### src/rtl/lrc_pkg.sv
// ----------------------------------------------------------------------------
// lrc_pkg
// Shared types, codes and color arithmetic for the LED ring controller.
// ----------------------------------------------------------------------------
package lrc_pkg;

  // default ring size
  localparam int NUM_LEDS_DEF = 12;

  // input word kinds
  localparam logic [1:0] KIND_CMD  = 2'd0;
  localparam logic [1:0] KIND_READ = 2'd1;
  localparam logic [1:0] KIND_TICK = 2'd2;
  localparam logic [1:0] KIND_ENC  = 2'd3;

  // command operations (upper nibble)
  localparam logic [3:0] OP_MODE   = 4'h1;
  localparam logic [3:0] OP_BRIGHT = 4'h2;
  localparam logic [3:0] OP_POS    = 4'h4;
  localparam logic [3:0] OP_LED    = 4'h8;

  // mode values (lower nibble)
  localparam logic [3:0] MODE_FIXED = 4'h1;
  localparam logic [3:0] MODE_GAUGE = 4'h2;

  // result kinds
  localparam logic RES_READ  = 1'b0;
  localparam logic RES_PIXEL = 1'b1;

  // message length that selects a full RGB set
  localparam logic [2:0] LEN_RGB = 3'd4;

  localparam logic [7:0] BRIGHT_RST = 8'd50;

  // gauge colors before brightness scaling
  localparam logic [7:0] AMBER_R = 8'd75;
  localparam logic [7:0] AMBER_G = 8'd50;
  localparam logic [7:0] GREEN_G = 8'd200;

  // color wheel segment bounds
  localparam logic [7:0] WHEEL_ONE = 8'd85;
  localparam logic [7:0] WHEEL_TWO = 8'd170;
  localparam logic [7:0] FULL      = 8'd255;

  typedef struct packed {
    logic [7:0] r;
    logic [7:0] g;
    logic [7:0] b;
  } rgb_t;

  // control broadcast to every cell of the chain
  typedef struct packed {
    logic       shift;
    logic       clear;
    logic       wr_en;
    logic [3:0] wr_idx;
  } cell_ctl_t;

  // exact x / 255 for x up to 255*255
  function automatic logic [7:0] div255(input logic [15:0] x);
    logic [15:0] sum;
    sum = x + {8'd0, x[15:8]} + 16'd1;
    return sum[15:8];
  endfunction

  // color wheel, not scaled
  function automatic rgb_t wheel(input logic [7:0] p);
    rgb_t       c;
    logic [7:0] q;
    logic [9:0] t3;
    logic [7:0] t;
    if (p < WHEEL_ONE) q = p;
    else if (p < WHEEL_TWO) q = p - WHEEL_ONE;
    else q = p - WHEEL_TWO;
    t3 = {2'b00, q} * 10'd3;
    t  = t3[7:0];
    if (p < WHEEL_ONE) begin
      c.r = t;
      c.g = FULL - t;
      c.b = 8'd0;
    end else if (p < WHEEL_TWO) begin
      c.r = FULL - t;
      c.g = 8'd0;
      c.b = t;
    end else begin
      c.r = 8'd0;
      c.g = t;
      c.b = FULL - t;
    end
    return c;
  endfunction

  // one channel: (target + 3*shown) / 4
  function automatic logic [7:0] smooth_ch(input logic [7:0] t, input logic [7:0] s);
    logic [9:0] sum;
    sum = {2'b00, t} + {2'b00, s} + {1'b0, s, 1'b0};
    return sum[9:2];
  endfunction

  function automatic rgb_t smooth(input rgb_t t, input rgb_t s);
    rgb_t c;
    c.r = smooth_ch(t.r, s.r);
    c.g = smooth_ch(t.g, s.g);
    c.b = smooth_ch(t.b, s.b);
    return c;
  endfunction

endpackage

### src/rtl/lrc_cell.sv
// ----------------------------------------------------------------------------
// lrc_cell
// One LED of the ring: target and shown color, shifted to its neighbor.
// ----------------------------------------------------------------------------
module lrc_cell #(
  parameter int IDX = 0
) (
  input  logic              clk,
  input  logic              rst,
  input  lrc_pkg::cell_ctl_t ctl,
  input  lrc_pkg::rgb_t     wr_data,
  input  lrc_pkg::rgb_t     in_tgt,
  input  lrc_pkg::rgb_t     in_shown,
  output lrc_pkg::rgb_t     tgt,
  output lrc_pkg::rgb_t     shown
);
  import lrc_pkg::*;

  logic hit;

  assign hit = ctl.wr_en && (ctl.wr_idx == 4'(IDX));

  // shift has priority; writes and clears only happen while the ring is parked
  always_ff @(posedge clk) begin
    if (rst) begin
      tgt   <= '0;
      shown <= '0;
    end else if (ctl.shift) begin
      tgt   <= in_tgt;
      shown <= in_shown;
    end else if (ctl.clear) begin
      tgt <= '0;
    end else if (hit) begin
      tgt <= wr_data;
    end
  end

endmodule

### src/rtl/lrc_scale.sv
// ----------------------------------------------------------------------------
// lrc_scale
// Brightness scaler: three 8x8 products registered, then divided by 255.
// ----------------------------------------------------------------------------
module lrc_scale (
  input  logic          clk,
  input  logic [7:0]    level,
  input  lrc_pkg::rgb_t op,
  output lrc_pkg::rgb_t res
);
  import lrc_pkg::*;

  logic [15:0] prod_r;
  logic [15:0] prod_g;
  logic [15:0] prod_b;

  // product stage
  always_ff @(posedge clk) begin
    prod_r <= 16'(level) * 16'(op.r);
    prod_g <= 16'(level) * 16'(op.g);
    prod_b <= 16'(level) * 16'(op.b);
  end

  // divide by 255 on the registered products
  assign res.r = div255(prod_r);
  assign res.g = div255(prod_g);
  assign res.b = div255(prod_b);

endmodule

### src/rtl/led_ring_command_controller.sv
// ----------------------------------------------------------------------------
// led_ring_command_controller
// Twelve-LED ring controller: commands, position reads, gauge render and
// smoothed pixel output through a rotating chain of LED cells.
// ----------------------------------------------------------------------------
//
//  channel | signals                               | moves
//  --------+---------------------------------------+------------------------------
//  in      | in_valid / in_stall                   | kind, command args, position
//  out     | out_valid / out_stall                 | read data or one pixel
//
//  Command, encoder word: in S_IDLE; RGB LED set: S_SCALE (scaler product stage).
//  Read: S_READ loads the output register. Frame tick: S_TICK gives a pixel per LED,
//  after S_PREP in auto mode (gauge color scaling); chain rotates one cell per pixel.
//  Reset (rst, synchronous) clears all cells, sets brightness 50 and auto mode.
//  A stall on out holds the pixel and freezes the chain; in_stall is high while busy.
//
module led_ring_command_controller #(
  parameter int NUM_LEDS = lrc_pkg::NUM_LEDS_DEF
) (
  input  logic              clk,
  input  logic              rst,
  input  logic              in_valid,
  output logic              in_stall,
  input  logic [1:0]        kind,
  input  logic [7:0]        cmd_byte,
  input  logic [7:0]        arg_one,
  input  logic [7:0]        arg_two,
  input  logic [7:0]        arg_three,
  input  logic [2:0]        msg_length,
  input  logic signed [7:0] new_position,
  output logic              out_valid,
  input  logic              out_stall,
  output logic              result_kind,
  output logic [7:0]        read_data,
  output logic [3:0]        led_index,
  output logic [7:0]        red,
  output logic [7:0]        green,
  output logic [7:0]        blue,
  output logic              last
);
  import lrc_pkg::*;

  localparam logic [2:0] S_IDLE  = 3'd0;
  localparam logic [2:0] S_SCALE = 3'd1;
  localparam logic [2:0] S_READ  = 3'd2;
  localparam logic [2:0] S_PREP  = 3'd3;
  localparam logic [2:0] S_TICK  = 3'd4;

  logic [2:0]  state;
  logic [2:0]  state_next;
  logic [7:0]  brightness;
  logic        manual;
  logic [7:0]  position;
  logic [5:0]  ticks;
  logic [3:0]  led_sel;
  logic [3:0]  cnt;
  rgb_t        gauge_amber;
  rgb_t        gauge_green;

  logic        in_acc;
  logic        out_free;
  logic [3:0]  op;
  logic [3:0]  nib;
  logic        idx_ok;
  logic        cnt_last;
  logic [7:0]  pos_clamp;
  logic [12:0] mul3;
  logic [5:0]  ticks_calc;
  logic [4:0]  half;
  logic        amber_hit;
  logic        green_hit;
  rgb_t        head_tgt;
  rgb_t        head_shown;
  rgb_t        sc_op;
  rgb_t        sc_res;
  rgb_t        wr_data;
  cell_ctl_t   ctl;

  rgb_t        cell_tgt   [NUM_LEDS];
  rgb_t        cell_shown [NUM_LEDS];

  assign in_stall = (state != S_IDLE);
  assign in_acc   = in_valid && !in_stall;
  assign out_free = !out_valid || !out_stall;
  assign op       = cmd_byte[7:4];
  assign nib      = cmd_byte[3:0];
  assign idx_ok   = ({1'b0, nib} < 5'(NUM_LEDS));
  assign cnt_last = (cnt == 4'(NUM_LEDS - 1));

  // gauge geometry: clamp negative position, ticks = position / 3
  assign pos_clamp  = position[7] ? 8'd0 : position;
  assign mul3       = {6'd0, pos_clamp[6:0]} * 13'd43;
  assign ticks_calc = mul3[12:7];
  assign half       = ticks[5:1];
  assign amber_hit  = ticks[0] && ({2'b00, cnt} == ({1'b0, half} + 6'd1));
  assign green_hit  = ({1'b0, cnt} <= half);

  // head of the ring: render target in auto mode, then smooth
  always_comb begin
    if (manual) head_tgt = cell_tgt[0];
    else if (amber_hit) head_tgt = gauge_amber;
    else if (green_hit) head_tgt = gauge_green;
    else head_tgt = '0;
  end

  assign head_shown = smooth(head_tgt, cell_shown[0]);

  // scaler operands: gauge colors on a tick, the RGB args otherwise
  always_comb begin
    if (kind == KIND_TICK) begin
      sc_op.r = AMBER_R;
      sc_op.g = GREEN_G;
      sc_op.b = AMBER_G;
    end else begin
      sc_op.r = arg_one;
      sc_op.g = arg_two;
      sc_op.b = arg_three;
    end
  end

  lrc_scale u_scale (
    .clk   (clk),
    .level (brightness),
    .op    (sc_op),
    .res   (sc_res)
  );

  // chain control
  always_comb begin
    ctl.shift  = (state == S_TICK) && out_free;
    ctl.clear  = in_acc && (kind == KIND_CMD) && (op == OP_MODE) && (nib == MODE_FIXED);
    ctl.wr_en  = (state == S_SCALE) ||
                 (in_acc && (kind == KIND_CMD) && (op == OP_LED) && idx_ok &&
                  (msg_length != LEN_RGB));
    ctl.wr_idx = (state == S_SCALE) ? led_sel : nib;
  end

  assign wr_data = (state == S_SCALE) ? sc_res : wheel(arg_one);

  // ring of cells; the last one takes the processed head
  for (genvar gi = 0; gi < NUM_LEDS; gi++) begin : g_ring
    if (gi == NUM_LEDS - 1) begin : g_tail
      lrc_cell #(.IDX(gi)) u_cell (
        .clk      (clk),
        .rst      (rst),
        .ctl      (ctl),
        .wr_data  (wr_data),
        .in_tgt   (head_tgt),
        .in_shown (head_shown),
        .tgt      (cell_tgt[gi]),
        .shown    (cell_shown[gi])
      );
    end else begin : g_body
      lrc_cell #(.IDX(gi)) u_cell (
        .clk      (clk),
        .rst      (rst),
        .ctl      (ctl),
        .wr_data  (wr_data),
        .in_tgt   (cell_tgt[gi + 1]),
        .in_shown (cell_shown[gi + 1]),
        .tgt      (cell_tgt[gi]),
        .shown    (cell_shown[gi])
      );
    end
  end

  // sequencer
  always_comb begin
    state_next = state;
    unique case (state)
      S_IDLE: begin
        if (in_acc) begin
          unique case (kind)
            KIND_CMD: begin
              if ((op == OP_LED) && idx_ok && (msg_length == LEN_RGB)) state_next = S_SCALE;
            end
            KIND_READ: state_next = S_READ;
            KIND_TICK: state_next = manual ? S_TICK : S_PREP;
            KIND_ENC:  state_next = S_IDLE;
          endcase
        end
      end
      S_SCALE: state_next = S_IDLE;
      S_READ: begin
        if (out_free) state_next = S_IDLE;
      end
      S_PREP: state_next = S_TICK;
      S_TICK: begin
        if (out_free && cnt_last) state_next = S_IDLE;
      end
      default: state_next = S_IDLE;
    endcase
  end

  // control state
  always_ff @(posedge clk) begin
    if (rst) begin
      state      <= S_IDLE;
      brightness <= BRIGHT_RST;
      manual     <= 1'b0;
      position   <= 8'd0;
      cnt        <= 4'd0;
      out_valid  <= 1'b0;
    end else begin
      state <= state_next;
      if (in_acc) begin
        unique case (kind)
          KIND_CMD: begin
            unique case (op)
              OP_MODE: begin
                if (nib == MODE_FIXED) manual <= 1'b1;
                else if (nib == MODE_GAUGE) manual <= 1'b0;
              end
              OP_BRIGHT: brightness <= arg_one;
              OP_POS:    position   <= arg_one;
              default: ;
            endcase
          end
          KIND_ENC:  position <= new_position;
          KIND_TICK: begin
            if (!manual) position <= pos_clamp;
          end
          KIND_READ: ;
        endcase
      end
      if ((state == S_TICK) && out_free) cnt <= cnt_last ? 4'd0 : cnt + 4'd1;
      if (out_free) out_valid <= (state == S_READ) || (state == S_TICK);
    end
  end

  // payload registers
  always_ff @(posedge clk) begin
    if (in_acc) begin
      led_sel <= nib;
      if (kind == KIND_TICK) ticks <= ticks_calc;
    end
    if (state == S_PREP) begin
      gauge_amber <= '{r: sc_res.r, g: sc_res.b, b: 8'd0};
      gauge_green <= '{r: 8'd0, g: sc_res.g, b: 8'd0};
    end
    if (out_free && (state == S_READ)) begin
      result_kind <= RES_READ;
      read_data   <= position;
      led_index   <= 4'd0;
      red         <= 8'd0;
      green       <= 8'd0;
      blue        <= 8'd0;
      last        <= 1'b1;
    end else if (out_free && (state == S_TICK)) begin
      result_kind <= RES_PIXEL;
      read_data   <= 8'd0;
      led_index   <= cnt;
      red         <= head_shown.r;
      green       <= head_shown.g;
      blue        <= head_shown.b;
      last        <= cnt_last;
    end
  end

endmodule

### config.mk
export PLATFORM = sky130hd
export DESIGN_NAME = led_ring_command_controller
export DESIGN_NICKNAME = d
export VERILOG_FILES = /design/src/rtl/lrc_pkg.sv /design/src/rtl/lrc_cell.sv /design/src/rtl/lrc_scale.sv /design/src/rtl/led_ring_command_controller.sv
export SDC_FILE = /design/constraint.sdc
export NUM_CORES = 2
export LEC_CHECK = 0
export BUFFER_PORTS_ARGS = -buffer_cell sky130_fd_sc_hd__buf_2
export CAP_MARGIN = 20
export CORE_ASPECT_RATIO = 0.5
export CORE_UTILIZATION = 70
export CTS_BUF_LIST = sky130_fd_sc_hd__clkbuf_8
export DETAILED_ROUTE_END_ITERATION = 10
export PLACE_DENSITY = 0.88
export SLEW_MARGIN = 20
export SYNTH_ARGS = -nofsm -noshare
export SYNTH_HDL_FRONTEND = slang
export SYNTH_HIERARCHICAL = 1
export SYNTH_SLANG_ARGS = --single-unit
### constraint.sdc
create_clock -name clk -period 14.2 [get_ports clk]
set_input_delay 0.71 -clock clk [delete_from_list [all_inputs] [get_ports clk]]
set_output_delay 0.71 -clock clk [all_outputs]
set_load 0.1 [all_outputs]
==> results.sh <==
export IMPL_outcome="finished with violations"
export IMPL_violations="design-rule violations"
export IMPL_num_vias=32600
export IMPL_r2r_setup_slack_ns=8.20
export IMPL_gr_total_overflow=0
export IMPL_synth_avg_cell_area_um2=9.36
export IMPL_yosys_warnings=6
export IMPL_cts_inserted_buffers=97
export IMPL_p_clk_share_pct=24.6
export IMPL_syn_nets=4806
export IMPL_ys_ff_latch=721
export IMPL_max_slew_worst_pin_slew_ns=1.21
export IMPL_clk_path_buf_depth=3
export IMPL_die_area_um2=60000
export IMPL_design_power_total_mw=6.68
export IMPL_ys_types=77
export IMPL_nets=4744
export IMPL_crit_path_max_fanout=15
export IMPL_cp_arrival_ns=6.60
export IMPL_rows=62
export IMPL_cts_tree="done"
export IMPL_initial_core_util_pct=71.4
export IMPL_slew_limit_headroom_pct=19.5
export IMPL_crit_path_end_kind="flip-flop"
export IMPL_intPower_mw=4.04
export IMPL_synth_largest_area_cell="dfxtp_1"
export IMPL_port_buffers=88
export IMPL_die_h_um=174
export IMPL_routed_wl_met2_um=47400
export IMPL_syn_to_final_growth_pct=6.19
export IMPL_numClockSinks=721
export IMPL_layout_setup_ws_ns=8.20
export IMPL_place_ws_ns=8.16
export IMPL_synthFlopType="dfxtp_1"
export IMPL_fin_worst_skew_ns=0.0469
export IMPL_ioPinCount=89
export IMPL_antenna_left=0
export IMPL_grt_pass1_wl_um=170000
export IMPL_synth_top_area_share_pct=33.0
export IMPL_drc=6
export IMPL_maxCapViolCount=0
export IMPL_power_frac_comb_pct=36.3
export IMPL_clk_latency_ns=0.73
export IMPL_drtPass1Iterations=11
export IMPL_finalCriticalPeriod_ns=6.00
export IMPL_rsz0062_at_grt="false"
export IMPL_grt_max_degree=248
export IMPL_h_tree_depth=3
export IMPL_dp_hpwl_um=70100
export IMPL_start_kind="flip-flop"
export IMPL_yosysMostFrequentCell="dfxtp_1"
export IMPL_syn_cell_area_um2=41200
export IMPL_die_w_um=345
export IMPL_n_fill_cell=3637
export IMPL_wl_per_cell_um=20.4
export IMPL_gp_congestion=0.911
export IMPL_layout_drive_gt1_share_pct=11.6
export IMPL_ir_drop_mv=0.141
export IMPL_post_cts_resized=0
export IMPL_dr_wl_met3_um=11000
export IMPL_synth_edf_count=42
export IMPL_drt_iter0_drc=4373
export IMPL_setup_viol_count_final=0
export IMPL_wirelength_um=106000
export IMPL_synth_common_cells="dfxtp_1, inv_1, nor2_1, mux2i_1, o21bai_1"
export IMPL_clockRootBuffer="clkbuf_8"
export IMPL_path_clk_slew_ns=0.07
export IMPL_globalRouteTotalUtil_pct=34.9
export IMPL_finalHoldViolations=0
export IMPL_finalCritPeriodShare_pct=42.2
export IMPL_met1_length_um=43800
export IMPL_hold_path_class="input port to flip-flop"
export IMPL_swShare_pct=39.5
export IMPL_critPathRequiredTime_ns=14.80
export IMPL_post_cts_buffers=0
export IMPL_final_max_slew_viol_count=0
export IMPL_synth_area_leaders="dfxtp_1, mux2i_1, fa_1"
export IMPL_cts_hold_buf=0
export IMPL_viasPerCell=6.28
export IMPL_crit_type="flip-flop to flip-flop"
export IMPL_synth_cells=4409
export IMPL_antenna_found_initial=5
export IMPL_grt_pass1_vias=32200
export IMPL_max_freq_mhz=167
export IMPL_ys_seq_area_share_pct=36.0
export IMPL_finalSetupTns_ns=0
export IMPL_async_flop_share_pct=0
export IMPL_core_area_um2=57800
export IMPL_p_leak_nw=19.9
export IMPL_power_density_nw_per_um2=153
export IMPL_seqPwrFrac_pct=39.1
export IMPL_p_sw_mw=2.64
export IMPL_highest_layer="met5"
[power by group through the flow]
stage | registers (mW) | logic, mW | clock network, mW
floorplan | 2.71 | 1.68 | 0
global placement | 2.63 | 2.24 | 0
detailed placement | 2.64 | 2.34 | 0
CTS | 2.60 | 2.36 | 1.65
global route | 2.64 | 2.60 | 1.74
finish | 2.61 | 2.43 | 1.64
[area by class of cell]
class                   count  area, µm²  area share (%)
multi-input cells        2826      22900            52.4
flip-flops and latches    721      14900            33.9
inverters                 557       2100            4.79
clock buffers             122       1680            3.83
well taps                 768        961            2.19
repair buffers            144        912            2.08
clock inverters            53        344           0.786
diodes                      3       7.51          0.0171
[stage by stage]
step / cells / util (%) / hold WS [ns] / instance area [µm²]
4_1_cts: 5190 / 75.7 / 0.192 / 43800
3_3_place_gp: 5015 / 72.2 / 0.442 / 41700
3_5_place_dp: 5015 / 72.2 / 0.439 / 41700
2_1_floorplan: 4409 / - / 0.459 / 41200
6_report: 5194 / 75.8 / 0.219 / 43800
5_1_grt: 5193 / 75.8 / 0.200 / 43800
[cells in the final DEF, fill, tap and decap left out, types with 65 or more instances in the layout]
master / count
ha_1: 209
fa_1: 139
mux2i_1: 304
a222oi_1: 92
o21ai_0: 65
nor2_1: 384
buf_2: 87
clkbuf_8: 122
dfxtp_1: 679
inv_1: 589
a21oi_1: 274
and2_1: 177
a221oi_2: 147
nand2_1: 269
o21bai_1: 298
[routing by layer]
layer	vias up	track usage [%]
met5	-	0
met4	2	13.3
met3	310	9.14
met2	1516	54.2
met1	15700	46.8
li1	15000	-
[worst paths after layout]
path | depth (start not counted) | startpoint | to
min reg2reg | 2 | result_kind | result_kind
max | 17 | ticks[1] | red[7]
min | 1 | cmd_byte[0] | led_sel[0]
max reg2reg | 17 | ticks[1] | red[7]
[registers in the layout (all words and copies together) (netlist names), 4 cells and up]
signal and count:
ticks 6, brightness 8, u_scale/prod_g 16, green 8, blue 8, read_data 8, red 8, g_ring.g_body.u_cell/shown 264
position 8, led_sel 4, g_ring.g_body.u_cell/tgt 264, u_scale/prod_r 16, led_index 4, cnt 4, gauge_amber 16, gauge_green 8
g_ring.g_tail.u_cell/shown 24, u_scale/prod_b 16, g_ring.g_tail.u_cell/tgt 24
[critical path, stage by stage, from the launching register on]
cell and delay [ns]:
edfxtp_1 0.47, ha_1 0.29, xor3_1 0.37, nor4b_2 0.37
and3_1 0.61, nand2_1 0.19, o21ai_0 0.86, fa_1 0.58
and3_1 0.22, fa_1 0.41, a21o_1 0.20, a21oi_1 0.25
o21bai_1 0.10, a21oi_1 0.25, nor2b_1 0.11, o21ai_0 0.22
nand2b_1 0.14, a22o_1 0.25
[cell families (layout without fill, tap and decap cells)]
kind of cell | count (synthesis) | in the layout | synth area share [%]
fa+ha+maj | 348 | 348 | 13.1
other cells | 0 | 3 | 0
flops | 721 | 721 | 36.0
buf+inv | 862 | 876 | 8.76
simple gates | 1013 | 1013 | 11.5
xor+xnor | 89 | 89 | 1.93
mux | 304 | 304 | 7.38
compound gates | 1072 | 1072 | 21.3
(Power assumes the default switching activity.)
